$ cat config.mk
export PLATFORM = sky130hd
export DESIGN_NAME = piq_diff_flat
export DESIGN_NICKNAME = d
export VERILOG_FILES = /design/src/rtl/point_in_quadrilateral_macros.svh /design/src/rtl/piq_pkg.sv /design/src/rtl/piq_ifs.sv /design/src/rtl/piq_diff.sv /design/src/flat_wrapper.sv
export SDC_FILE = /design/constraint.sdc
export NUM_CORES = 1
export LEC_CHECK = 0
export CORE_AREA = 4 4 232 234
export CTS_CLUSTER_SIZE = 28
export DETAILED_ROUTE_END_ITERATION = 8
export DIE_AREA = 0 0 236 238
export DONT_BUFFER_PORTS = 1
export PLACE_DENSITY_LB_ADDON = 0.3
export REMOVE_ABC_BUFFERS = 1
export SYNTH_ARGS = -nofsm -noshare
export SYNTH_HDL_FRONTEND = slang
export SYNTH_SLANG_ARGS = --single-unit
$ cat constraint.sdc
create_clock -name clk -period 9 [get_ports clk]
set_input_delay 0.9 -clock clk [delete_from_list [all_inputs] [get_ports clk]]
set_output_delay 0.9 -clock clk [all_outputs]
set_load 0.02 [all_outputs]
$ cat src/rtl/point_in_quadrilateral_macros.svh
// Assertion macros used by the point-in-quadrilateral top level.
`ifndef POINT_IN_QUADRILATERAL_MACROS_SVH
`define POINT_IN_QUADRILATERAL_MACROS_SVH

// Same-cycle implication, sampled on clk and disabled during reset.
`define PIQ_ASSERT_IMPLY(lbl, ante, cons, msg) \
    lbl: assert property (@(posedge clk) disable iff (!rst_n) (ante) |-> (cons)) \
        else $error(msg);

// Next-cycle implication, sampled on clk and disabled during reset.
`define PIQ_ASSERT_NEXT(lbl, ante, cons, msg) \
    lbl: assert property (@(posedge clk) disable iff (!rst_n) (ante) |=> (cons)) \
        else $error(msg);

`endif

$ cat src/rtl/piq_pkg.sv
// Shared constants and types for the point-in-quadrilateral pipeline.
package piq_pkg;

    localparam int COORD_BITS_DEF = 32;
    localparam int NUM_EDGES      = 4;
    localparam int CFG_IDX_BITS   = 3;

    localparam logic [CFG_IDX_BITS-1:0] REG_CORNER0_X = 3'd0;
    localparam logic [CFG_IDX_BITS-1:0] REG_CORNER0_Y = 3'd1;
    localparam logic [CFG_IDX_BITS-1:0] REG_CORNER1_X = 3'd2;
    localparam logic [CFG_IDX_BITS-1:0] REG_CORNER1_Y = 3'd3;
    localparam logic [CFG_IDX_BITS-1:0] REG_CORNER2_X = 3'd4;
    localparam logic [CFG_IDX_BITS-1:0] REG_CORNER2_Y = 3'd5;
    localparam logic [CFG_IDX_BITS-1:0] REG_CORNER3_X = 3'd6;
    localparam logic [CFG_IDX_BITS-1:0] REG_CORNER3_Y = 3'd7;

    // Per-edge flags that travel down the pipeline with each point.
    typedef struct packed {
        logic [NUM_EDGES-1:0] straddle;  // edge spans the horizontal through the point
        logic [NUM_EDGES-1:0] upward;    // start corner lies at or below the point
    } piq_edge_flags_t;

endpackage

$ cat src/rtl/piq_ifs.sv
// Valid/ready channel interfaces for points in and inside flags out.
interface piq_point_if #(
    parameter int COORD_BITS = 32
);
    logic                         valid;
    logic                         ready;
    logic signed [COORD_BITS-1:0] point_x;
    logic signed [COORD_BITS-1:0] point_y;

    modport source (output valid, output point_x, output point_y, input ready);
    modport sink   (input valid, input point_x, input point_y, output ready);
endinterface


$ cat src/rtl/piq_diff.sv
// Input stage: point minus each corner, and the straddle flags per edge.
module piq_diff
    import piq_pkg::*;
#(
    parameter int COORD_BITS = COORD_BITS_DEF
)(
    input  logic                         clk,
    input  logic                         rst_n,
    piq_point_if.sink                    pt,
    input  logic signed [COORD_BITS-1:0] corner_x [NUM_EDGES],
    input  logic signed [COORD_BITS-1:0] corner_y [NUM_EDGES],
    input  logic                         take,
    output logic                         valid,
    output logic signed [COORD_BITS:0]   dx [NUM_EDGES],
    output logic signed [COORD_BITS:0]   dy [NUM_EDGES],
    output piq_edge_flags_t              flags
);
    localparam int D = COORD_BITS + 1;

    logic                valid_reg;
    logic                valid_next;
    logic signed [D-1:0] dx_reg  [NUM_EDGES];
    logic signed [D-1:0] dy_reg  [NUM_EDGES];
    logic signed [D-1:0] dx_next [NUM_EDGES];
    logic signed [D-1:0] dy_next [NUM_EDGES];
    piq_edge_flags_t     flags_reg;
    piq_edge_flags_t     flags_next;

    assign pt.ready   = !valid_reg || take;
    assign valid_next = pt.ready ? pt.valid : valid_reg;

    always_comb
    begin
        for (int e = 0; e < NUM_EDGES; e++)
        begin
            dx_next[e] = {pt.point_x[COORD_BITS-1], pt.point_x}
                       - {corner_x[e][COORD_BITS-1], corner_x[e]};
            dy_next[e] = {pt.point_y[COORD_BITS-1], pt.point_y}
                       - {corner_y[e][COORD_BITS-1], corner_y[e]};
            flags_next.upward[e] = ~dy_next[e][D-1];
        end
        // An edge straddles when its two ends lie on opposite sides of the
        // horizontal, with the lower side inclusive.
        for (int e = 0; e < NUM_EDGES; e++)
        begin
            flags_next.straddle[e] = flags_next.upward[e]
                                   ^ flags_next.upward[(e + 1) % NUM_EDGES];
        end
    end

    always_ff @(posedge clk or negedge rst_n)
    begin
        if (!rst_n)
        begin
            valid_reg <= 1'b0;
        end
        else
        begin
            valid_reg <= valid_next;
        end
    end

    always_ff @(posedge clk)
    begin
        if (pt.ready)
        begin
            dx_reg    <= dx_next;
            dy_reg    <= dy_next;
            flags_reg <= flags_next;
        end
    end

    assign valid = valid_reg;
    assign dx    = dx_reg;
    assign dy    = dy_reg;
    assign flags = flags_reg;

endmodule

$ cat src/flat_wrapper.sv
// flat-port wrapper written by rule: the top's interface ports become plain ports
module piq_diff_flat import piq_pkg::*;
#(
    parameter int COORD_BITS = COORD_BITS_DEF
)
  (clk, rst_n, corner_x, corner_y, take, valid, dx, dy, flags, pt_valid, pt_point_x, pt_point_y, pt_ready);
  piq_point_if #(.COORD_BITS(COORD_BITS)) pt_i ();
  input  logic clk;
  input  logic rst_n;
  input  logic signed [COORD_BITS-1:0] corner_x[NUM_EDGES];
  input  logic signed [COORD_BITS-1:0] corner_y[NUM_EDGES];
  input  logic take;
  output logic valid;
  output logic signed [COORD_BITS:0] dx[NUM_EDGES];
  output logic signed [COORD_BITS:0] dy[NUM_EDGES];
  output piq_edge_flags_t flags;
  input wire logic [$bits(pt_i.valid)-1:0] pt_valid;
  input wire logic [$bits(pt_i.point_x)-1:0] pt_point_x;
  input wire logic [$bits(pt_i.point_y)-1:0] pt_point_y;
  output wire logic [$bits(pt_i.ready)-1:0] pt_ready;
  assign pt_i.valid = pt_valid;
  assign pt_i.point_x = pt_point_x;
  assign pt_i.point_y = pt_point_y;
  assign pt_ready = pt_i.ready;
  piq_diff #(.COORD_BITS(COORD_BITS)) u_core (.clk(clk), .rst_n(rst_n), .pt(pt_i), .corner_x(corner_x), .corner_y(corner_y), .take(take), .valid(valid), .dx(dx), .dy(dy), .flags(flags));
endmodule
# Yosys cells after proc, flatten, opt, wreduce, memory -nomap -nowiden
# Cells that the tools add are included.
# totals
regBits	273
input_bits	324
output_inout_bits	274
wordCells	29
# classes
addsub	8
n_bitwise	8
n_reduce_logical	2
# op_table
op	count
32-bit by 32-bit subtractor with 33-bit output	8
1-bit NOT	4
1-bit bitwise XOR	4
1-bit logical NOT	1
1-bit logical OR	1

# Logic depth before layout (Yosys ltp)
# Gate-level depths: netlist of run 1.
# logic_depth
ltp_word	3
ltp_mapped	12
mapped_depth_nobuf	12

# Worst setup path after synthesis of run 1
# No wires, ideal clock.
# synth_timing
kind	in2out
start	input take
end	output pt_ready
t_arrival_ps	7563
required_ps	8100
slack_ps	537
cell_stages	1
path_buffers	0
path_cell_list	nand2b_1
# synth_via
elab_chain_cells	1
# synth_rtl
element	line_no	rtl
start, declared	flat_wrapper.sv:12	input logic take;
1-bit logical OR	piq_diff.sv:29	assign pt.ready = !valid_reg || take;
end, declared	flat_wrapper.sv:20	output wire logic [$bits(pt_i.ready)-1:0] pt_ready;
# No other way between the ends.

==> results of run 1 <==
==> where the power goes <==
part	switching (mW)	internal, mW
logic	0.669	0.453
clock network	0.567	0.836
registers	0.437	1.73
==> worst reg2reg max path, cell delays in order (launching register included) <==
cell and delay [ns]:
dfrtp_1 0.48, nand2b_4 0.57, buf_12 0.51, buf_4 0.88
==> per-layer routing <==
layer,GRT usage,vias up,share of wire
met5,0,-,0.0013
met4,0.0685,12,0.027
met3,0.0965,126,0.10
met2,0.471,746,0.51
met1,0.269,8774,0.36
li1,-,8555,-
==> stage by stage <==
| stage | utilization | cell area (sq um) | std cells |
|---|---|---|---|
| 2_1_floorplan | - | 22000 | 2340 |
| 3_3_place_gp | 0.441 | 22900 | 3031 |
| 3_5_place_dp | 0.441 | 22900 | 3031 |
| 4_1_cts | 0.462 | 24100 | 3095 |
| 5_1_grt | 0.462 | 24100 | 3095 |
| 6_report | 0.462 | 24100 | 3097 |
==> layout make-up <==
| class | instances | share of cell area |
|---|---|---|
| antenna | 2 | 0.000208 |
| clock inverter | 20 | 0.00718 |
| clock buffer | 44 | 0.0396 |
| inverter | 336 | 0.0524 |
| tap | 688 | 0.0358 |
| timing repair buffer | 3 | 0.00146 |
| multi-input combinational | 1731 | 0.523 |
| sequential | 273 | 0.341 |
==> cells by family (layout without fill, tap and decap cells) <==
group / count (synthesis) / in the layout
xor gates and xnor gates: 225 / 225
adders and majority gates: 264 / 264
other: 0 / 2
DFF: 273 / 273
AOI/OAI and AO/OA: 703 / 703
buffers and inverters: 378 / 403
and+or+nand+nor: 538 / 538
muxes: 1 / 1
==> Yosys cell counts (11+ instances only) <==
cell type  instances
nor2_1           125
and3_1            32
nand3_1           49
xnor2_1          151
nor2b_1           46
nand4_1           38
nor3_1            27
inv_1            336
edfxtp_1         272
a21oi_1          226
and2_1            12
xor2_1            74
o21ai_0          137
o21bai_1          24
clkbuf_1          40
o21a_1            35
ha_1             256
a211oi_1          13
a31o_2            11
nand2b_1          27
a31oi_1           30
nand2_1          138
a21o_1           107
==> worst paths after layout <==
kind	slack, ns	from	endpoint	cells past startpoint
worst max-delay path	5.36	pt_point_x[0]	u_core.dx[26]	12
worst min-delay path	0.06	rst_n	u_core.valid	0
worst max register to register	6.15	u_core.valid	u_core.dy[130]	3
worst min register to register	1.26	u_core.valid	u_core.dy[24]	1
max in group asynchronous	8.87	rst_n	u_core.valid	0
min in group clk	0.51	pt_valid	u_core.valid	1
==> metrics.txt, run 1 <==
Core Footprint=0.0520 sq mm; Die Span Y=238 microns; post-synth top area share=0.368; global-route wire length before repair=111000 microns; DP HPWL=61500 microns; Starting DRT DRC Count=1291; Crit-path slowest cell=o32ai_1; Final Hold Fails=0; Post-CTS Resized=0; Yosys warnings=0; ys flop type=edfxtp_1; cell family with most CP delay=compound AO/OA/AOI/OAI gates; Worst Path Arrival=3.93 ns; CTS tree=built; top cells by area, synth=edfxtp_1 37%, ha_1 14%, xnor2_1 6.0%, inv_1 5.7%, a21oi_1 5.1%; initial cell density of the core=0.426; Synth Area per Inst=9.31 sq um; final setup TNS=0 ns; GP Congestion=0.983; Post-Synth Adder-Cell Area=0.152; initial antenna violation count=8; Max Cap Violations=0; Inserted Clock Buffers=36; H-Tree Depth=2; Nets=2969; Worst-Margin Slew=1.05 ns; largest net degree at the start of global routing=89; # rows=84; Worst EP required=9.29 ns; crit path kind=in -> reg; area of the multi-input gates=0.0126 sq mm; Pwr Density=195 mW/mm^2; RSZ-0062 raised after global routing=false; area grow syn2layout=8.46%; Worst slew margin=0.294; Die ar.=0.0562 sq mm; clock latency on the worst-skew pair=0.55 ns; I/O Buffers=0; total power=4.69 mW; Worst VDD drop=0.000126 V; synth unique cells=82; antenna-violating nets left=0; drc violations=0; gr usage total=0.253; die width=236 microns; multiplexer share of the synthesized area=0.000451; final worst path period share=0.405; most frequent cells in the layout=336 x inv_1, 272 x edfxtp_1, 256 x ha_1; clock slew at reported path FFs=0.05 ns; endpoints failing setup=0; Final Max Slew Viols=0; routed via count=18200; Synth Instances=2382; Detailed Routing Iterations Pass 1=7; fillers=4890; post-synthesis compound-gate area fraction=0.206; Routed WL per cell=24.2 microns; Hold Path Class=in -> async; CP Buf/Inv Count=1; Ports=598; Cell Area, Synth=0.0222 sq mm; number of synthesized register bits=273; pre-CTS WS=4.72 ns; worst hold slack=0.0612 ns; Fmax achieved=0.275 GHz; number of post-CTS setup repair buffers=0; Post-synth ARST share=0.00366; Crit. End Element=register; Startpoint Class=input port; worst setup margin=5.36 ns; Synth Area in XOR/XNOR=0.0888; number of global-route vias before repair=18600; largest family of logic cells by synthesized area=compound AO/OA/AOI/OAI gates; Simple-Gate Fraction of Synth Area=0.120; critical-path cell list=inv_1 > ha_1 > fa_1 > nor2b_1 > o21ai_0 > a211oi_1 > o32ai_1 > nand2b_1 > a21oi_2 > a211oi_1 > o21ai_0 > xor2_1; status=finished clean; Synth area leader=edfxtp_1; Crit Path Max Fanout=4; max incr delay on CP=0.75 ns; Root Driver=clkbuf_16; CTS Buffer Depth=3; hold buffers post-CTS=0; Post-synth EDFFs=272; share of post-route cells with drive strength above 1=0.0391; clock skew=0.0207 ns; Seq/Total Area, Yosys=0.369; vias per cell=5.88; Static Leak=10.8 nW; clock sink count=273; wirelength, routed=74900 microns; global route total overflow=0; Seq. cell area=0.00819 sq mm; minimum clock period=3.64 ns; most common cell after layout, fill and taps aside=inv_1
No activity file was read; power rests on OpenSTA's default activity.
==> run 2: changes to the inputs <==
- clock period: 9 -> 3.7 ns (I/O delays scaled with it)
==> metrics.txt, run 2 (same netlist as run 1, synthesis figures left out) <==
status=finished with violations; violated checks=design-rule violations; Routed WL per cell=24.2 microns; wirelength, routed=75300 microns; number of post-CTS setup repair buffers=0; die width=236 microns; minimum clock period=3.15 ns; drc violations=2; # rows=84; Static Leak=10.9 nW; Fmax achieved=0.317 GHz; Worst slew margin=0.313; area grow syn2layout=9.37%; share of post-route cells with drive strength above 1=0.0486; R2R depth=2; Pwr Density=471 mW/mm^2; initial cell density of the core=0.426; Startpoint Class=input port; final setup TNS=0 ns; Die Span Y=238 microns; Clock power frac=0.296; vias per cell=5.87; Inserted Clock Buffers=35; Critical R2R Launch=u_core.valid; Worst EP required=3.97 ns; clock sink count=273; Worst-Margin Slew=1.02 ns; crit path from=pt_point_x[0]; Root Driver=clkbuf_16; Net Sw Frac=0.357; Final Hold Fails=0; final worst path period share=0.851; number of global-route vias before repair=18500; global-route wire length before repair=111000 microns; clock skew=0.00822 ns; Worst VDD drop=0.000270 V; crit path kind=in -> reg; Final Max Slew Viols=0; Post-CTS Resized=0; Max Cap Violations=0; most frequent cells in the layout=336 x inv_1, 272 x edfxtp_1, 256 x ha_1; Detailed Routing Iterations Pass 1=9; placed cells=3055; GP Congestion=0.956; r2r setup slk=1.76 ns; Crit. End Element=register; endpoints failing setup=0; RSZ-0062 raised after global routing=false; clock slew at reported path FFs=0.05 ns; Gate power share=0.243; clock latency on the worst-skew pair=0.53 ns; Nets=2994; I/O Buffers=0; H-Tree Depth=2; reg-to-reg endpoint=u_core.dx[43]; gr usage total=0.254; switching pwr=4.08 mW; Post-Layout Cell Count=3116; Ports=598; Crit Path Max Fanout=3; CTS Buffer Depth=3; largest net degree at the start of global routing=68; Core Footprint=0.0520 sq mm; global route total overflow=0; routed via count=18300; Hold Path Class=in -> async; CTS tree=built; most common cell after layout, fill and taps aside=inv_1; hold buffers post-CTS=2; Die ar.=0.0562 sq mm; Starting DRT DRC Count=1395; antenna-violating nets left=0; total power=11.4 mW; Seq pwr share=0.461; Pint=7.36 mW; Worst Path Arrival=3.42 ns; initial antenna violation count=8; DP HPWL=62100 microns
## run 2: changes by cell type in the layout (fill, tap and decap cells not counted)
cell / change
clkinvlp_4: +1
clkbuf_1: -4
buf_4: +22
clkinv_2: -1
diode_2: -1
dlygate4sd3_1: +2
buf_12: +2
clkinv_1: -2
## run 2: final cells by class
| class | count | area [sq um] |
|---|---|---|
| timing repair buffer | 29 | 260 |
| clock inverter | 18 | 168 |
| fill | 4877 | 27800 |
| clock buffer | 40 | 937 |
| multi-input combinational | 1731 | 12600 |
| antenna | 1 | 2.50 |
| sequential | 273 | 8190 |
| inverter | 336 | 1260 |
| tap | 688 | 861 |
## run 2: worst max-delay path, cell delays in order
cell	delay [ns]
inv_1	0.03
ha_1	0.22
fa_1	0.41
nor2b_1	0.12
o21ai_0	0.13
a211oi_1	0.40
o32ai_1	0.27
o311ai_1	0.55
nand4_1	0.22
o211ai_1	0.37
nor3b_1	0.24
o2bb2ai_1	0.09
## run 2: metrics by stage
stage                     hold WS, ns   util  area, sq um  setup WS (ns)
after global placement         0.0744  0.445        23100         0.0878
after global routing           0.0298  0.466        24300          0.408
final                          0.0556  0.466        24300          0.550
after floorplan                0.0744      -        22000          -4.02
after detailed placement       0.0745  0.445        23100         0.0903
after CTS                      0.0168  0.466        24300          0.667
## run 2: power groups by stage
stage,clock network [mW],registers (mW),logic (mW)
6_report,3.39,5.27,2.77
5_1_grt,3.61,5.31,3.06
4_1_cts,3.48,5.30,2.74
3_5_place_dp,0,5.34,2.72
3_3_place_gp,0,5.36,2.68
2_1_floorplan,0,5.15,2.07
## run 2: worst max path at each step
stage | to | slack [ns]
global route | u_core.dx[32] | 0.41
global placement | u_core.dx[32] | 0.09
finish | u_core.dx[32] | 0.55
CTS | u_core.dx[32] | 0.67
detailed placement | u_core.dx[32] | 0.09
floorplan | u_core.dx[0] | -4.02
## run 2: layer usage
layer  track usage  share of wire  wire length [microns]  vias to the layer above
met5             0         0.0013                    100                        -
met4        0.0648          0.028                   2120                       14
met3        0.0873          0.094                   7090                      128
met2         0.475           0.51                  38400                      776
met1         0.275           0.37                  27600                     8762
li1              -              -                      -                     8605
==> run 3: changes to the inputs <==
- CORE_AREA: 4 4 232 234 -> 8 8 229 231
- DIE_AREA: 0 0 236 238 -> 0 0 237 239
==> metrics.txt, run 3 (same netlist as run 1, synthesis figures left out) <==
status=finished clean; critical-path cell list=inv_1 > ha_1 > fa_1 > nor2b_1 > o21ai_0 > a211oi_1 > o32ai_1 > o311ai_1 > nand4_1 > o211ai_1 > nor3b_1 > o2bb2ai_1; Crit. End Element=register; Core Footprint=0.0485 sq mm; CP Buf/Inv Count=1; most common cell after layout, fill and taps aside=inv_1; drc violations=0; minimum clock period=3.25 ns; Final Util=0.498; Nets=2987; endpoints failing setup=0; crit path kind=in -> reg; Worst EP required=3.99 ns; CTS Buffer Depth=3; global route total overflow=0; CTS tree=built; Detailed Routing Iterations Pass 1=5; wirelength, routed=77200 microns; share of post-route cells with drive strength above 1=0.0462; H-Tree Depth=2; Inserted Clock Buffers=36; fillers=4447; die width=237 microns; Max Cap Violations=0; Starting DRT DRC Count=1315; vias per cell=6.01; antenna-violating nets left=0; Pwr Density=479 mW/mm^2; Hold Path Class=in -> reg; Fmax achieved=0.308 GHz; DP HPWL=64400 microns; number of post-CTS setup repair buffers=0; clock sink count=273; number of global-route vias before repair=18400; I/O Buffers=0; Worst VDD drop=0.000335 V; hold buffers post-CTS=3; clock skew=0.0130 ns; area grow syn2layout=8.99%; Post-CTS Resized=0; global-route wire length before repair=112000 microns; clock latency on the worst-skew pair=0.54 ns; largest net degree at the start of global routing=77; # rows=81; Worst-Margin Slew=1.05 ns; initial antenna violation count=13; Ports=598; initial cell density of the core=0.457; most frequent cells in the layout=336 x inv_1, 272 x edfxtp_1, 256 x ha_1; Final Hold Fails=0; Crit Path Max Fanout=4; Static Leak=10.9 nW; pre-CTS WS=-0.131 ns; Startpoint Class=input port; worst setup margin=0.450 ns; Worst slew margin=0.294; Worst Path Arrival=3.54 ns; routed via count=18300; max incr delay on CP=0.60 ns; gr usage total=0.257; Die Span Y=239 microns; Die ar.=0.0566 sq mm; Routed WL per cell=25.3 microns; Root Driver=clkbuf_16; final worst path period share=0.878; Crit-path slowest cell=o311ai_1; GP Congestion=1.01; Final Max Slew Viols=0; cell family with most CP delay=compound AO/OA/AOI/OAI gates; RSZ-0062 raised after global routing=false; clock slew at reported path FFs=0.05 ns
-- run 3: stage by stage --
step | setup TNS [ns] | hold slack (ns) | std cells | total power [mW] | instance area (sq um)
global route | 0 | 0.0926 | 3048 | 12.1 | 24200
global placement | -0.0466 | 0.0745 | 2980 | 8.06 | 23000
finish | 0 | 0.120 | 3050 | 11.6 | 24200
floorplan | -1102.17 | 0.0744 | 2340 | 7.22 | 22000
detailed placement | -0.223 | 0.0744 | 2980 | 8.10 | 23000
CTS | 0 | 0.0776 | 3045 | 11.7 | 24200
-- run 3: worst paths after layout --
| path | startpoint | end | slack (ns) | cells past startpoint |
|---|---|---|---|---|
| hold reg to reg | u_core.valid | u_core.valid | 1.11 | 2 |
| max in group asynchronous | rst_n | u_core.valid | 3.03 | 2 |
| setup / recovery | pt_point_x[0] | u_core.dx[32] | 0.45 | 12 |
| min in group asynchronous | rst_n | u_core.valid | 0.57 | 2 |
| hold / removal | corner_x[32] | u_core.dx[33] | 0.12 | 2 |
| setup reg to reg | u_core.valid | u_core.dx[38] | 1.83 | 2 |
-- run 3: per-layer routing --
metal | part of all wire | GRT usage
met3 | 0.097 | 0.0913
met1 | 0.37 | 0.273
met2 | 0.51 | 0.478
met4 | 0.025 | 0.0710
met5 | 0.0013 | 0
-- run 3: area by class of cell --
type	count	area (sq um)	share of cell area
diodes	5	12.5	0.000518
inverters	336	1260	0.0522
multi-input cells	1731	12600	0.520
clock inverters	18	199	0.00823
well taps	622	778	0.0322
repair buffers	21	203	0.00838
clock buffers	44	952	0.0394
flip-flops and latches	273	8190	0.339
-- run 3: power breakdown --
| part | switching, mW | total, mW | internal [mW] | leakage [nW] |
|---|---|---|---|---|
| Combinational | 1.65 | 2.78 | 1.13 | 7.62 |
| Sequential | 1.08 | 5.29 | 4.21 | 2.74 |
| Clock | 1.39 | 3.50 | 2.11 | 0.564 |
| Total | 4.13 | 11.6 | 7.44 | 10.9 |
