`config.mk`:
```
export PLATFORM = sky130hd
export DESIGN_NAME = piq_parity_flat
export DESIGN_NICKNAME = d
export VERILOG_FILES = /design/src/rtl/point_in_quadrilateral_macros.svh /design/src/rtl/piq_pkg.sv /design/src/rtl/piq_ifs.sv /design/src/rtl/piq_parity.sv /design/src/flat_wrapper.sv
export SDC_FILE = /design/constraint.sdc
export NUM_CORES = 1
export LEC_CHECK = 0
export BUFFER_PORTS_ARGS = -buffer_cell sky130_fd_sc_hd__buf_2
export CORE_AREA = 2 2 213 215
export CTS_CLUSTER_SIZE = 30
export DETAILED_ROUTE_END_ITERATION = 8
export DIE_AREA = 0 0 215 217
export PLACE_DENSITY_LB_ADDON = 0.15
export RECOVER_POWER = 50
export SLEW_MARGIN = 0
export SYNTH_ARGS = -nofsm -noshare
export SYNTH_HDL_FRONTEND = slang
export SYNTH_SLANG_ARGS = --single-unit
export TNS_END_PERCENT = 50
```
`constraint.sdc`:
```
create_clock -name clk -period 0.8 [get_ports clk]
set_input_delay 0.2 -clock clk [delete_from_list [all_inputs] [get_ports clk]]
set_output_delay 0.2 -clock clk [all_outputs]
set_load 0.005 [all_outputs]
```
`src/rtl/point_in_quadrilateral_macros.svh`:
```
// Assertion macros used by the point-in-quadrilateral top level.
`ifndef POINT_IN_QUADRILATERAL_MACROS_SVH
`define POINT_IN_QUADRILATERAL_MACROS_SVH

// Same-cycle implication, sampled on clk and disabled during reset.
`define PIQ_ASSERT_IMPLY(lbl, ante, cons, msg) \
    lbl: assert property (@(posedge clk) disable iff (!rst_n) (ante) |-> (cons)) \
        else $error(msg);

// Next-cycle implication, sampled on clk and disabled during reset.
`define PIQ_ASSERT_NEXT(lbl, ante, cons, msg) \
    lbl: assert property (@(posedge clk) disable iff (!rst_n) (ante) |=> (cons)) \
        else $error(msg);

`endif

```
`src/rtl/piq_pkg.sv`:
```
// Shared constants and types for the point-in-quadrilateral pipeline.
package piq_pkg;

    localparam int COORD_BITS_DEF = 32;
    localparam int NUM_EDGES      = 4;
    localparam int CFG_IDX_BITS   = 3;

    localparam logic [CFG_IDX_BITS-1:0] REG_CORNER0_X = 3'd0;
    localparam logic [CFG_IDX_BITS-1:0] REG_CORNER0_Y = 3'd1;
    localparam logic [CFG_IDX_BITS-1:0] REG_CORNER1_X = 3'd2;
    localparam logic [CFG_IDX_BITS-1:0] REG_CORNER1_Y = 3'd3;
    localparam logic [CFG_IDX_BITS-1:0] REG_CORNER2_X = 3'd4;
    localparam logic [CFG_IDX_BITS-1:0] REG_CORNER2_Y = 3'd5;
    localparam logic [CFG_IDX_BITS-1:0] REG_CORNER3_X = 3'd6;
    localparam logic [CFG_IDX_BITS-1:0] REG_CORNER3_Y = 3'd7;

    // Per-edge flags that travel down the pipeline with each point.
    typedef struct packed {
        logic [NUM_EDGES-1:0] straddle;  // edge spans the horizontal through the point
        logic [NUM_EDGES-1:0] upward;    // start corner lies at or below the point
    } piq_edge_flags_t;

endpackage

```
`src/rtl/piq_ifs.sv`:
```


interface piq_result_if;
    logic valid;
    logic ready;
    logic inside_res;

    modport source (output valid, output inside_res, input ready);
    modport sink   (input valid, input inside_res, output ready);
endinterface

```
`src/rtl/piq_parity.sv`:
```
// Output stage: per-edge left-of decision, crossing parity and result register.
module piq_parity
    import piq_pkg::*;
#(
    parameter int COORD_BITS = COORD_BITS_DEF
)(
    input  logic                           clk,
    input  logic                           rst_n,
    input  logic                           valid_in,
    output logic                           ready_up,
    input  logic signed [2*COORD_BITS+1:0] left [NUM_EDGES],
    input  logic signed [2*COORD_BITS+1:0] right [NUM_EDGES],
    input  piq_edge_flags_t                flags_in,
    piq_result_if.source                   res
);
    logic                 valid_reg;
    logic                 valid_next;
    logic                 inside_reg;
    logic                 inside_next;
    logic                 take;
    logic [NUM_EDGES-1:0] hit;

    assign take       = !valid_reg || res.ready;
    assign ready_up   = take;
    assign valid_next = take ? valid_in : valid_reg;

    // With the edge pointing up the point is left when left < right; an edge
    // pointing down flips both sides of the comparison.
    always_comb
    begin
        for (int e = 0; e < NUM_EDGES; e++)
        begin
            hit[e] = flags_in.straddle[e]
                   & (flags_in.upward[e] ? (left[e] < right[e]) : (left[e] > right[e]));
        end
        inside_next = ^hit;
    end

    always_ff @(posedge clk or negedge rst_n)
    begin
        if (!rst_n)
        begin
            valid_reg <= 1'b0;
        end
        else
        begin
            valid_reg <= valid_next;
        end
    end

    always_ff @(posedge clk)
    begin
        if (take)
        begin
            inside_reg <= inside_next;
        end
    end

    assign res.valid      = valid_reg;
    assign res.inside_res = inside_reg;

endmodule
```
`src/flat_wrapper.sv`:
```
// flat-port wrapper written by rule: the top's interface ports become plain ports
module piq_parity_flat import piq_pkg::*;
#(
    parameter int COORD_BITS = COORD_BITS_DEF
)
  (clk, rst_n, valid_in, ready_up, left, right, flags_in, res_valid, res_inside_res, res_ready);
  piq_result_if res_i ();
  input  logic clk;
  input  logic rst_n;
  input  logic valid_in;
  output logic ready_up;
  input  logic signed [2*COORD_BITS+1:0] left[NUM_EDGES];
  input  logic signed [2*COORD_BITS+1:0] right[NUM_EDGES];
  input  piq_edge_flags_t flags_in;
  output wire logic [$bits(res_i.valid)-1:0] res_valid;
  output wire logic [$bits(res_i.inside_res)-1:0] res_inside_res;
  input wire logic [$bits(res_i.ready)-1:0] res_ready;
  assign res_valid = res_i.valid;
  assign res_inside_res = res_i.inside_res;
  assign res_i.ready = res_ready;
  piq_parity #(.COORD_BITS(COORD_BITS)) u_core (.clk(clk), .rst_n(rst_n), .valid_in(valid_in), .ready_up(ready_up), .left(left), .right(right), .flags_in(flags_in), .res(res_i));
endmodule
```
Word-level counts from Yosys, hierarchy flattened

Index checks and enable logic that the tools add are counted.

$lt $le $gt $ge: 8
Bitwise logic cells: 4
Muxes and demuxes: 4
Reduce and logical (&&, ||, !) cells: 3

Operators with widths:

| kind                           | count |
|---|---|
| greater-than comparator 66 bit | 4 |
| less-than comparator 66 bit    | 4 |
| AND 1 bit                      | 4 |
| two-way mux 1 bit              | 4 |
| XOR reduction 4 bit            | 1 |
| zero test 1 bit                | 1 |
| logical OR 1 bit               | 1 |

Bits of input ports: 540
Output and inout port bits: 3
Bits in registers: 2

Logic depth before layout (Yosys ltp)

Gate-level depths: netlist of run 1.

Word-level depth: 4
Mapped depth: 12
Depth with buffers taken out: 12

Worst setup path before layout of run 1

Ideal clock, no wire load.

Path type: input-to-reg
Start: input right[135] in the netlist's numbering
End: register u_core.inside_reg, in the netlist u_core.res.inside_res, data pin
Buffers on the path: 0
Arrival time: 2419 ps
Required time: 531 ps
Setup slack: -1889 ps
Stages: 12
Path through: inv_1 > ha_1 > a21o_1 > a21o_1 > a221oi_1 > o21ai_1 > a221oi_1 > nand3_1 > xnor2_1 > mux2_1 > nand2_1 > xor3_1

Word-level cells in the longest chain between the ends: 4

Ends and longest elaborated chain:

| item                                                                          | RTL line           | source |
|---|---|---|
| start: declaration                                                            | flat_wrapper.sv:13 | `input logic signed [2*COORD_BITS+1:0] right[NUM_EDGES];` |
| greater-than comparator 66 bit or less-than comparator 66 bit (tied branches) | piq_parity.sv:34   | `& (flags_in.upward[e] ? (left[e] < right[e]) : (left[e] > right[e]));` |
| two-way mux 1 bit *                                                           | piq_parity.sv:34   |  |
| AND 1 bit *                                                                   | piq_parity.sv:34   |  |
| XOR reduction 4 bit *                                                         | piq_parity.sv:36   | `inside_next = ^hit;` |
| named net u_core.inside_next                                                  | piq_parity.sv:19   | `logic inside_next;` |
| end signal: assignment                                                        | piq_parity.sv:55   | `inside_reg <= inside_next;` |
| end: declaration                                                              | piq_parity.sv:18   | `logic inside_reg;` |

The timed path passes the listed nets; every way through them passes the cells marked *.
A chain may end at the register's enable or synchronous reset.

Worst setup path in the final report of run 1

Start: input right[176] in the netlist's numbering
End: register u_core.inside_reg, in the netlist u_core.res.inside_res, data pin

Same word-level chain as after synthesis.

==> flow_metrics.env, run 1 <==
export IMPL_status="finished, violations left"
export IMPL_violations="negative setup slack"
export IMPL_wl_um=34500
export IMPL_cp_cell_sequence="buf_6, inv_4, ha_4, nand4_1, nor4_1, buf_4, and3_4, and3_4, a221oi_2, nand3_1, xnor2_1, mux2_1, nand2_2, xor3_1"
export IMPL_overflow=0
export IMPL_ir_drop_v=0.000450
export IMPL_finalHoldViolations=0
export IMPL_syn_avg_cell_area_um2=7.11
export IMPL_ys_types=47
export IMPL_floorplan_rows=78
export IMPL_layout_commonest_cell="buf_2"
export IMPL_h_tree_depth=1
export IMPL_numCtsBuffers=3
export IMPL_rrSetupSlack_ps=-110
export IMPL_worstMarginPinSlew_ps=392
export IMPL_clkPwrFrac_pct=12.4
export IMPL_grt_start_max_net_pins=6
export IMPL_cts_tree="done"
export IMPL_cts_root_buf="clkbuf_16"
export IMPL_whs_ps=163
export IMPL_min_period_ps=2770
export IMPL_yosys_top_cells_area="ha_1 (48%), inv_1 (15%), a21oi_1 (6.4%)"
export IMPL_power_share_switching_pct=42.2
export IMPL_stdcell_area_um2=12100
export IMPL_synth_edf_count=1
export IMPL_internal_power_w=0.00394
export IMPL_worstReg2RegStart="u_core.res.valid"
export IMPL_syn_inst=969
export IMPL_rsz0062_at_grt="yes"
export IMPL_final_layout_size_suffix_gt1_share_pct=47.0
export IMPL_area_growth_pct=76.2
export IMPL_clk_path_buf_depth=2
export IMPL_synth_top_area_share_pct=47.9
export IMPL_worstHoldPathCells=2
export IMPL_critPathSlowestCell="xor3_1"
export IMPL_syn_nets=1773
export IMPL_synth_top_cell_by_area="ha_1"
export IMPL_antenna_left=0
export IMPL_yosysWarnings=0
export IMPL_holdPathEnd="u_core.res.valid"
export IMPL_power_density_nw_per_um2=561
export IMPL_cpMostUsedCell="and3_4"
export IMPL_routed_via_density=4.01
export IMPL_slew_violations=0
export IMPL_track_usage_pct=14.0
export IMPL_port_buffers=542
export IMPL_ys_ff_latch=2
export IMPL_synth_area_um2=6890
export IMPL_slew_headroom_pct=73.6
export IMPL_io_pins=543
export IMPL_reg2reg_depth=2
export IMPL_path_class="in -> reg"
export IMPL_max_freq_ghz=0.361
export IMPL_critPathMaxStageDelay_ps=410
export IMPL_critPathMaxFanout=3
export IMPL_fin_nets=2432
export IMPL_clk_pin_slew_ps=30
export IMPL_grt_pass1_vias=9586
export IMPL_wire_per_inst_um=15.5
export IMPL_cp_num_buf_inv=3
export IMPL_end_kind="flip-flop"
export IMPL_die_h_um=217
export IMPL_cp_required_ps=770
export IMPL_p_leak_nw=7.27
export IMPL_crit_path_start_kind="input pin"
export IMPL_setup_viol=6
export IMPL_cp_top_family="simple AND/OR/NAND/NOR gates"
export IMPL_vias=8942
export IMPL_tns_ps=-2840
export IMPL_drt_pre_antenna_iters=4
export IMPL_place_gp_congestion=0.861
export IMPL_die_area_um2=46700
export IMPL_critical_path_arrival_ps=2740
export IMPL_final_util_pct=27.2
export IMPL_maxCapViolations=0
export IMPL_min_period_over_period_pct=346
export IMPL_drcViolationCount=0
export IMPL_final_setup_worst_slack_ps=-1970
export IMPL_dpl_hpwl_um=32800
export IMPL_die_w_um=215
export IMPL_synth_seq_area_share_pct=0.799
export IMPL_start_util_pct=15.4
export IMPL_worstReg2RegEnd="u_core.res.inside_res"
export IMPL_pwr_share_comb_pct=85.4
export IMPL_grt_pass1_wl_um=51000
export IMPL_synth_main_ff_cell="edfxtp_1"
export IMPL_drtIter0Drc=164
export IMPL_antenna_found_initial=3
export IMPL_coreArea_um2=44700
export IMPL_synth_async_reset_ratio_pct=50.0
export IMPL_final_cell_mix="buf_2 (524), inv_1 (241), ha_1 (229), buf_4 (111), a21oi_1 (82)"
export IMPL_clock_latency_ps=230
export IMPL_p_sw_w=0.00288
export IMPL_fin_skew_ps=0.266
export IMPL_min_delay_path_class="in -> reg"
export IMPL_seqPwrFrac_pct=2.2
export IMPL_min_from="valid_in"
export IMPL_cts_sinks=2
export IMPL_placed_area_um2=11300
[cell type report]
cell class / instances / area (um^2)
multi-input combinational: 697 / 6550
antenna: 1 / 2.50
tap: 600 / 751
clock buffer: 4 / 78.8
fill: 5094 / 32600
inverter: 270 / 1040
sequential: 2 / 55.1
timing repair buffer: 654 / 3670
[cell families (layout without fill, tap and decap cells)]
family / count (synthesis) / in the layout / share of synthesized area [%]
other: 0 / 1 / 0
and+or+nand+nor: 211 / 211 / 16.1
AOI/OAI and AO/OA: 215 / 215 / 19.2
DFF: 2 / 2 / 0.799
xor gates and xnor gates: 4 / 4 / 0.726
muxes: 3 / 3 / 0.454
buffers and inverters: 270 / 928 / 14.7
adders and majority gates: 264 / 264 / 47.9
[cell usage after synthesis (all sizes together), types with 3 or more instances]
library cell  number
a211oi            12
a21boi             4
a21o              44
a21oi             88
a221oi             9
and3               4
and4               5
ha               264
inv              270
nand2             55
nand2b             7
nand3             25
nand3b             4
nand4             48
nor2              26
nor2b              8
nor3              13
nor4              11
o211ai             3
o21ai             40
[power by group through the flow]
stage / logic, W / clock network [W] / registers [W]
after floorplan: 0.00254 / 0 / 0.000153
after global placement: 0.00547 / 0 / 0.000153
after detailed placement: 0.00550 / 0 / 0.000152
after CTS: 0.00583 / 0.000851 / 0.000151
after global routing: 0.00666 / 0.000868 / 0.000153
final: 0.00582 / 0.000847 / 0.000150
[worst reg2reg max path: cells and delay by family, from the launching register on]
| family | cells | cell delay [ps] |
|---|---|---|
| buffers and inverters | 1 | 120 |
| DFF | 1 | 390 |
| and+or+nand+nor | 1 | 120 |
[routing by layer]
layer / vias to the layer above / global-route usage, % / share of wire [%]
li1: 4693 / - / -
met1: 3890 / 15.8 / 41
met2: 328 / 27.6 / 51
met3: 25 / 2.88 / 6.6
met4: 6 / 1.70 / 1.1
met5: - / 0 / 0.11
[worst max-delay path by stage]
stage               startpoint               endpoint  slack, ps  cells after the start
finish              right[176]  u_core.res.inside_res      -1970                     14
global route        right[100]  u_core.res.inside_res      -2120                     13
CTS                  left[176]  u_core.res.inside_res      -2020                     13
detailed placement  right[223]  u_core.res.inside_res      -2520                     13
global placement    right[223]  u_core.res.inside_res      -2420                     13
floorplan            right[86]  u_core.res.inside_res      -1790                     11
[what timing repair did]
item | CTS | global route
setup buffers | 10 | 5
cloned | 0 | 0
endpoints found under the setup margin | 6 | 6
endpoints found under the hold margin | 1 | 0
pin swaps | 43 | 29
gates resized for setup | 72 | 42
hold buffers | 1 | 0
[stage by stage]
stage               setup slack, ps  power, W  std cells
floorplan                     -1790   0.00270        969
global placement              -2420   0.00563       2212
detailed placement            -2520   0.00565       2212
CTS                           -2020   0.00683       2226
global route                  -2120   0.00768       2227
finish                        -1970   0.00682       2228
No activity file was read; power rests on OpenSTA's default activity.
==> inputs of run 2 (changes only) <==
--- a/config.mk
+++ b/config.mk
@@ -12,6 +12,7 @@
 export DIE_AREA = 0 0 215 217
 export PLACE_DENSITY_LB_ADDON = 0.15
 export RECOVER_POWER = 50
+export SKIP_LAST_GASP = 1
 export SLEW_MARGIN = 0
 export SYNTH_ARGS = -nofsm -noshare
 export SYNTH_HDL_FRONTEND = slang
==> flow_metrics.env, run 2 (synthesis results as in run 1) <==
export IMPL_place_gp_congestion=0.861
export IMPL_n_fill_cell=5097
export IMPL_final_layout_size_suffix_gt1_share_pct=46.9
export IMPL_start_util_pct=15.4
export IMPL_cp_depth=14
export IMPL_fin_nets=2432
export IMPL_worstHoldPathCells=2
export IMPL_cts_root_buf="clkbuf_16"
export IMPL_setup_viol=6
export IMPL_ir_drop_v=0.000450
export IMPL_cts_sinks=2
export IMPL_end_kind="flip-flop"
export IMPL_io_pins=543
export IMPL_status="finished, violations left"
export IMPL_min_delay_path_class="in -> reg"
export IMPL_clock_latency_ps=230
export IMPL_violations="negative setup slack"
export IMPL_final_cell_mix="buf_2 (525), inv_1 (241), ha_1 (229), buf_4 (110), a21oi_1 (82)"
export IMPL_p_leak_nw=7.27
export IMPL_slew_headroom_pct=73.6
export IMPL_die_area_um2=46700
export IMPL_path_class="in -> reg"
export IMPL_tns_ps=-2840
export IMPL_maxCapViolations=0
export IMPL_final_util_pct=27.1
export IMPL_h_tree_depth=1
export IMPL_numCtsBuffers=3
export IMPL_layout_commonest_cell="buf_2"
export IMPL_port_buffers=542
export IMPL_critPathSlowestCell="xor3_1"
export IMPL_cp_top_family="simple AND/OR/NAND/NOR gates"
export IMPL_cp_required_ps=770
export IMPL_min_period_over_period_pct=346
export IMPL_rrSetupSlack_ps=-110
export IMPL_drt_pre_antenna_iters=4
export IMPL_final_setup_worst_slack_ps=-1970
export IMPL_floorplan_rows=78
export IMPL_slew_violations=0
export IMPL_drcViolationCount=0
export IMPL_cpMostUsedCell="and3_4"
export IMPL_cts_tree="done"
export IMPL_vias=8941
export IMPL_critPathMaxFanout=3
export IMPL_rsz0062_at_grt="yes"
export IMPL_die_h_um=217
export IMPL_reg2reg_depth=2
export IMPL_area_growth_pct=76.1
export IMPL_ff_latch_area_um2=55.1
export IMPL_placedCellCount=2212
export IMPL_dpl_worst_slack_ps=-2520
export IMPL_wire_per_inst_um=15.5
export IMPL_drtIter0Drc=164
export IMPL_fin_cells=2228
export IMPL_grt_pass1_vias=9586
export IMPL_grt_pass1_wl_um=51000
export IMPL_die_w_um=215
export IMPL_coreArea_um2=44700
export IMPL_clk_pin_slew_ps=30
export IMPL_dpl_hpwl_um=32800
export IMPL_max_freq_ghz=0.361
export IMPL_overflow=0
export IMPL_min_period_ps=2770
export IMPL_antenna_found_initial=3
export IMPL_multi_input_area_um2=6550
export IMPL_critPathMaxStageDelay_ps=410
export IMPL_grt_start_max_net_pins=6
export IMPL_power_density_nw_per_um2=562
export IMPL_critical_path_arrival_ps=2740
export IMPL_finalHoldViolations=0
export IMPL_clk_path_buf_depth=2
export IMPL_crit_path_start_kind="input pin"
export IMPL_track_usage_pct=14.0
export IMPL_fin_skew_ps=0.266
export IMPL_routed_via_density=4.01
export IMPL_antenna_left=0
export IMPL_worstMarginPinSlew_ps=392
export IMPL_cp_cell_sequence="buf_6, inv_4, ha_4, nand4_1, nor4_1, buf_4, and3_4, and3_4, a221oi_2, nand3_1, xnor2_1, mux2_1, nand2_2, xor3_1"
export IMPL_wl_um=34500
export IMPL_cp_num_buf_inv=3
==> run 2: cell counts in the layout (fill, tap and decap cells not counted) <==
No cell type changed its count.
==> run 2: stage by stage <==
step | total power [W] | cell area (um^2) | hold slack (ps)
finish | 0.00681 | 12100 | 163
CTS | 0.00682 | 11900 | 165
global route | 0.00768 | 12100 | 183
global placement | 0.00563 | 11300 | -23.9
detailed placement | 0.00565 | 11300 | -23.4
floorplan | 0.00270 | 7110 | -95.6
==> run 2: final cells by class <==
class / instances / area share [%]
repair buffers: 654 / 30.2
diodes: 1 / 0.0206
inverters: 270 / 8.54
well taps: 600 / 6.19
flip-flops and latches: 2 / 0.454
multi-input cells: 697 / 53.9
clock buffers: 4 / 0.650
==> run 2: metal layers <==
metal / GRT usage, % / up-vias / wire, um
met2: 27.6 / 328 / 17700
met5: 0 / - / 38
met3: 2.88 / 25 / 2290
li1: - / 4693 / -
met1: 15.8 / 3889 / 14100
met4: 1.70 / 6 / 387
==> run 2: final timing paths <==
check,startpoint,to
max in group asynchronous,rst_n,u_core.res.valid
min,valid_in,u_core.res.valid
min in group asynchronous,rst_n,u_core.res.valid
max reg2reg,u_core.res.valid,u_core.res.inside_res
max,right[176],u_core.res.inside_res
min reg2reg,u_core.res.valid,u_core.res.valid
==> run 2: power breakdown <==
part           leakage [nW]  internal, W  total (W)  switching [W]
logic                  7.21      0.00313    0.00582        0.00268
registers            0.0209     0.000141   0.000150     0.00000846
clock network        0.0382     0.000662   0.000847       0.000184
==> run 2: repair_timing <==
action                                  CTS  global route
hold buffers                              1             0
setup buffers                            10             5
pin swaps                                43            28
cloned                                    0             0
gates resized for setup                  70            40
endpoints found under the setup margin    6             6
endpoints found under the hold margin     1             0
==> run 2: worst register-to-register path, cell delays in order (launching register included) <==
cell and delay (ps):
dfrtp_1 390, nand2b_1 120, buf_6 120
==> inputs of run 3 (changes only) <==
--- a/config.mk
+++ b/config.mk
@@ -6,10 +6,11 @@
 export NUM_CORES = 1
 export LEC_CHECK = 0
 export BUFFER_PORTS_ARGS = -buffer_cell sky130_fd_sc_hd__buf_2
-export CORE_AREA = 2 2 213 215
+export CORE_AREA = 2 2 214 216
+export CTS_CLUSTER_DIAMETER = 200
 export CTS_CLUSTER_SIZE = 30
 export DETAILED_ROUTE_END_ITERATION = 8
-export DIE_AREA = 0 0 215 217
+export DIE_AREA = 0 0 216 218
 export PLACE_DENSITY_LB_ADDON = 0.15
 export RECOVER_POWER = 50
 export SKIP_LAST_GASP = 1
==> constraint.sdc (replaced) <==
create_clock -name clk -period 3.25 [get_ports clk]
set_input_delay 0.8125 -clock clk [delete_from_list [all_inputs] [get_ports clk]]
set_output_delay 0.8125 -clock clk [all_outputs]
set_load 0.005 [all_outputs]
==> flow_metrics.env, run 3 (synthesis results as in run 1) <==
export IMPL_status="finished, violations left"
export IMPL_violations="negative setup slack"
export IMPL_p_sw_w=0.000631
export IMPL_wl_um=32100
export IMPL_critPathMaxStageDelay_ps=400
export IMPL_die_area_um2=47100
export IMPL_end_kind="flip-flop"
export IMPL_ff_latch_area_um2=55.1
export IMPL_layout_commonest_cell="buf_2"
export IMPL_min_period_ps=3380
export IMPL_max_freq_ghz=0.296
export IMPL_cts_hold_buffers_added=0
export IMPL_slew_headroom_pct=74.8
export IMPL_grt_pass1_vias=9416
export IMPL_min_delay_path_class="in -> async"
export IMPL_clock_latency_ps=220
export IMPL_io_pins=543
export IMPL_reg2reg_depth=1
export IMPL_power_density_nw_per_um2=134
export IMPL_overflow=0
export IMPL_numCtsBuffers=3
export IMPL_setup_viol=1
export IMPL_drt_pre_antenna_iters=4
export IMPL_critPathMaxFanout=2
export IMPL_place_gp_congestion=0.854
export IMPL_min_period_over_period_pct=104
export IMPL_drcViolationCount=0
export IMPL_cts_sinks=2
export IMPL_drtIter0Drc=199
export IMPL_routed_via_density=3.99
export IMPL_vias=8813
export IMPL_start_util_pct=15.4
export IMPL_area_growth_pct=66.0
export IMPL_multi_input_area_um2=6100
export IMPL_die_w_um=216
export IMPL_h_tree_depth=1
export IMPL_maxCapViolations=0
export IMPL_final_util_pct=25.5
export IMPL_path_class="in -> reg"
export IMPL_die_h_um=218
export IMPL_clkPwrFrac_pct=12.9
export IMPL_critPathSlowestCell="xor3_1"
export IMPL_cp_required_ps=3210
export IMPL_final_layout_size_suffix_gt1_share_pct=42.4
export IMPL_finalHoldViolations=0
export IMPL_worstReg2RegStart="u_core.res.valid"
export IMPL_final_cell_mix="buf_2 (533), inv_1 (265), ha_1 (255), buf_4 (91), a21oi_1 (85)"
export IMPL_placed_area_um2=11000
export IMPL_crit_path_start_kind="input pin"
export IMPL_floorplan_rows=78
export IMPL_n_fill_cell=5139
export IMPL_coreArea_um2=44900
export IMPL_worstReg2RegEnd="u_core.res.inside_res"
export IMPL_stdcell_area_um2=11400
export IMPL_port_buffers=542
export IMPL_internal_power_w=0.000902
export IMPL_rrSetupSlack_ps=2370
export IMPL_seqPwrFrac_pct=2.4
export IMPL_pwr_share_comb_pct=84.7
export IMPL_final_setup_worst_slack_ps=-126
export IMPL_cts_root_buf="clkbuf_16"
export IMPL_antenna_left=0
export IMPL_clk_pin_slew_ps=30
export IMPL_worstMarginPinSlew_ps=376
export IMPL_fin_nets=2410
export IMPL_fin_skew_ps=0.174
export IMPL_slew_violations=0
export IMPL_grt_start_max_net_pins=6
export IMPL_power_share_switching_pct=41.2
export IMPL_dpl_hpwl_um=30800
export IMPL_wire_per_inst_um=14.5
export IMPL_cts_tree="done"
export IMPL_cp_cell_sequence="buf_2, inv_1, ha_1, a21o_1, a21o_1, a221oi_2, o21ai_1, o21ai_1, buf_4, nand3_1, xnor2_1, mux2_1, nand2_2, xor3_1"
export IMPL_total_power_w=0.00153
export IMPL_ir_drop_v=0.000138
export IMPL_antenna_found_initial=7
export IMPL_p_leak_nw=7.12
export IMPL_whs_ps=355
export IMPL_critical_path_arrival_ps=3340
export IMPL_track_usage_pct=13.1
export IMPL_clk_path_buf_depth=2
export IMPL_grt_pass1_wl_um=48700
export IMPL_rsz0062_at_grt="yes"
run 3: cell types whose count changed in the layout (fill, tap and decap cells not counted), sizes merged:
cell         before  now
buf             653  632
diode             1    2
dlygate4sd3       1    0
run 3: stage by stage:
stage	setup slack, ps	instances	TNS (ps)
2_1_floorplan	3.49	969	0
3_3_place_gp	-754	2198	-754
3_5_place_dp	-828	2198	-828
4_1_cts	-179	2205	-179
5_1_grt	-313	2206	-313
6_report	-126	2207	-126
run 3: worst max path at each step:
stage          startpoint               endpoint  cells past startpoint
4_1_cts          left[56]  u_core.res.inside_res                     12
3_5_place_dp    right[43]  u_core.res.inside_res                     15
3_3_place_gp    right[43]  u_core.res.inside_res                     15
6_report       right[163]  u_core.res.inside_res                     14
5_1_grt          right[7]  u_core.res.inside_res                     15
2_1_floorplan   right[57]  u_core.res.inside_res                     11
run 3: worst max-delay path, delay by kind of cell:
kind	cells	cell delay, ps
AO/OA/AOI/OAI	5	930
XOR/XNOR	2	560
adder cells (fa/ha/maj)	1	290
buffers and inverters	3	240
multiplexers	1	360
AND/OR/NAND/NOR	2	170
run 3: cell type report:
cell class                      instances  area share, %
Clock buffer                            4          0.689
Multi-Input combinational cell        697           53.3
Timing Repair Buffer                  632           30.1
Sequential cell                         2          0.481
Antenna cell                            2         0.0437
Inverter                              270           8.86
Tap cell                              600           6.56
run 3: layer usage:
metal | wire, um | share of wire [%] | track usage (%)
met1 | 12700 | 39 | 14.5
met2 | 16900 | 53 | 26.2
met3 | 2290 | 7.1 | 2.85
met4 | 198 | 0.62 | 1.30
met5 | 45 | 0.14 | 0
run 3: power by group through the flow:
| stage | combinational (W) | sequential, W | clock, W |
|---|---|---|---|
| after floorplan | 0.000604 | 0.0000375 | 0 |
| after global placement | 0.00126 | 0.0000385 | 0 |
| after detailed placement | 0.00126 | 0.0000383 | 0 |
| after CTS | 0.00132 | 0.0000380 | 0.000204 |
| after global routing | 0.00151 | 0.0000386 | 0.000208 |
| final | 0.00130 | 0.0000370 | 0.000197 |
run 3: what timing repair did:
item	4_1_cts	5_1_grt
buffers inserted	4	0
resized for setup	49	9
pin swaps	28	5
setup endpoints to repair	1	1
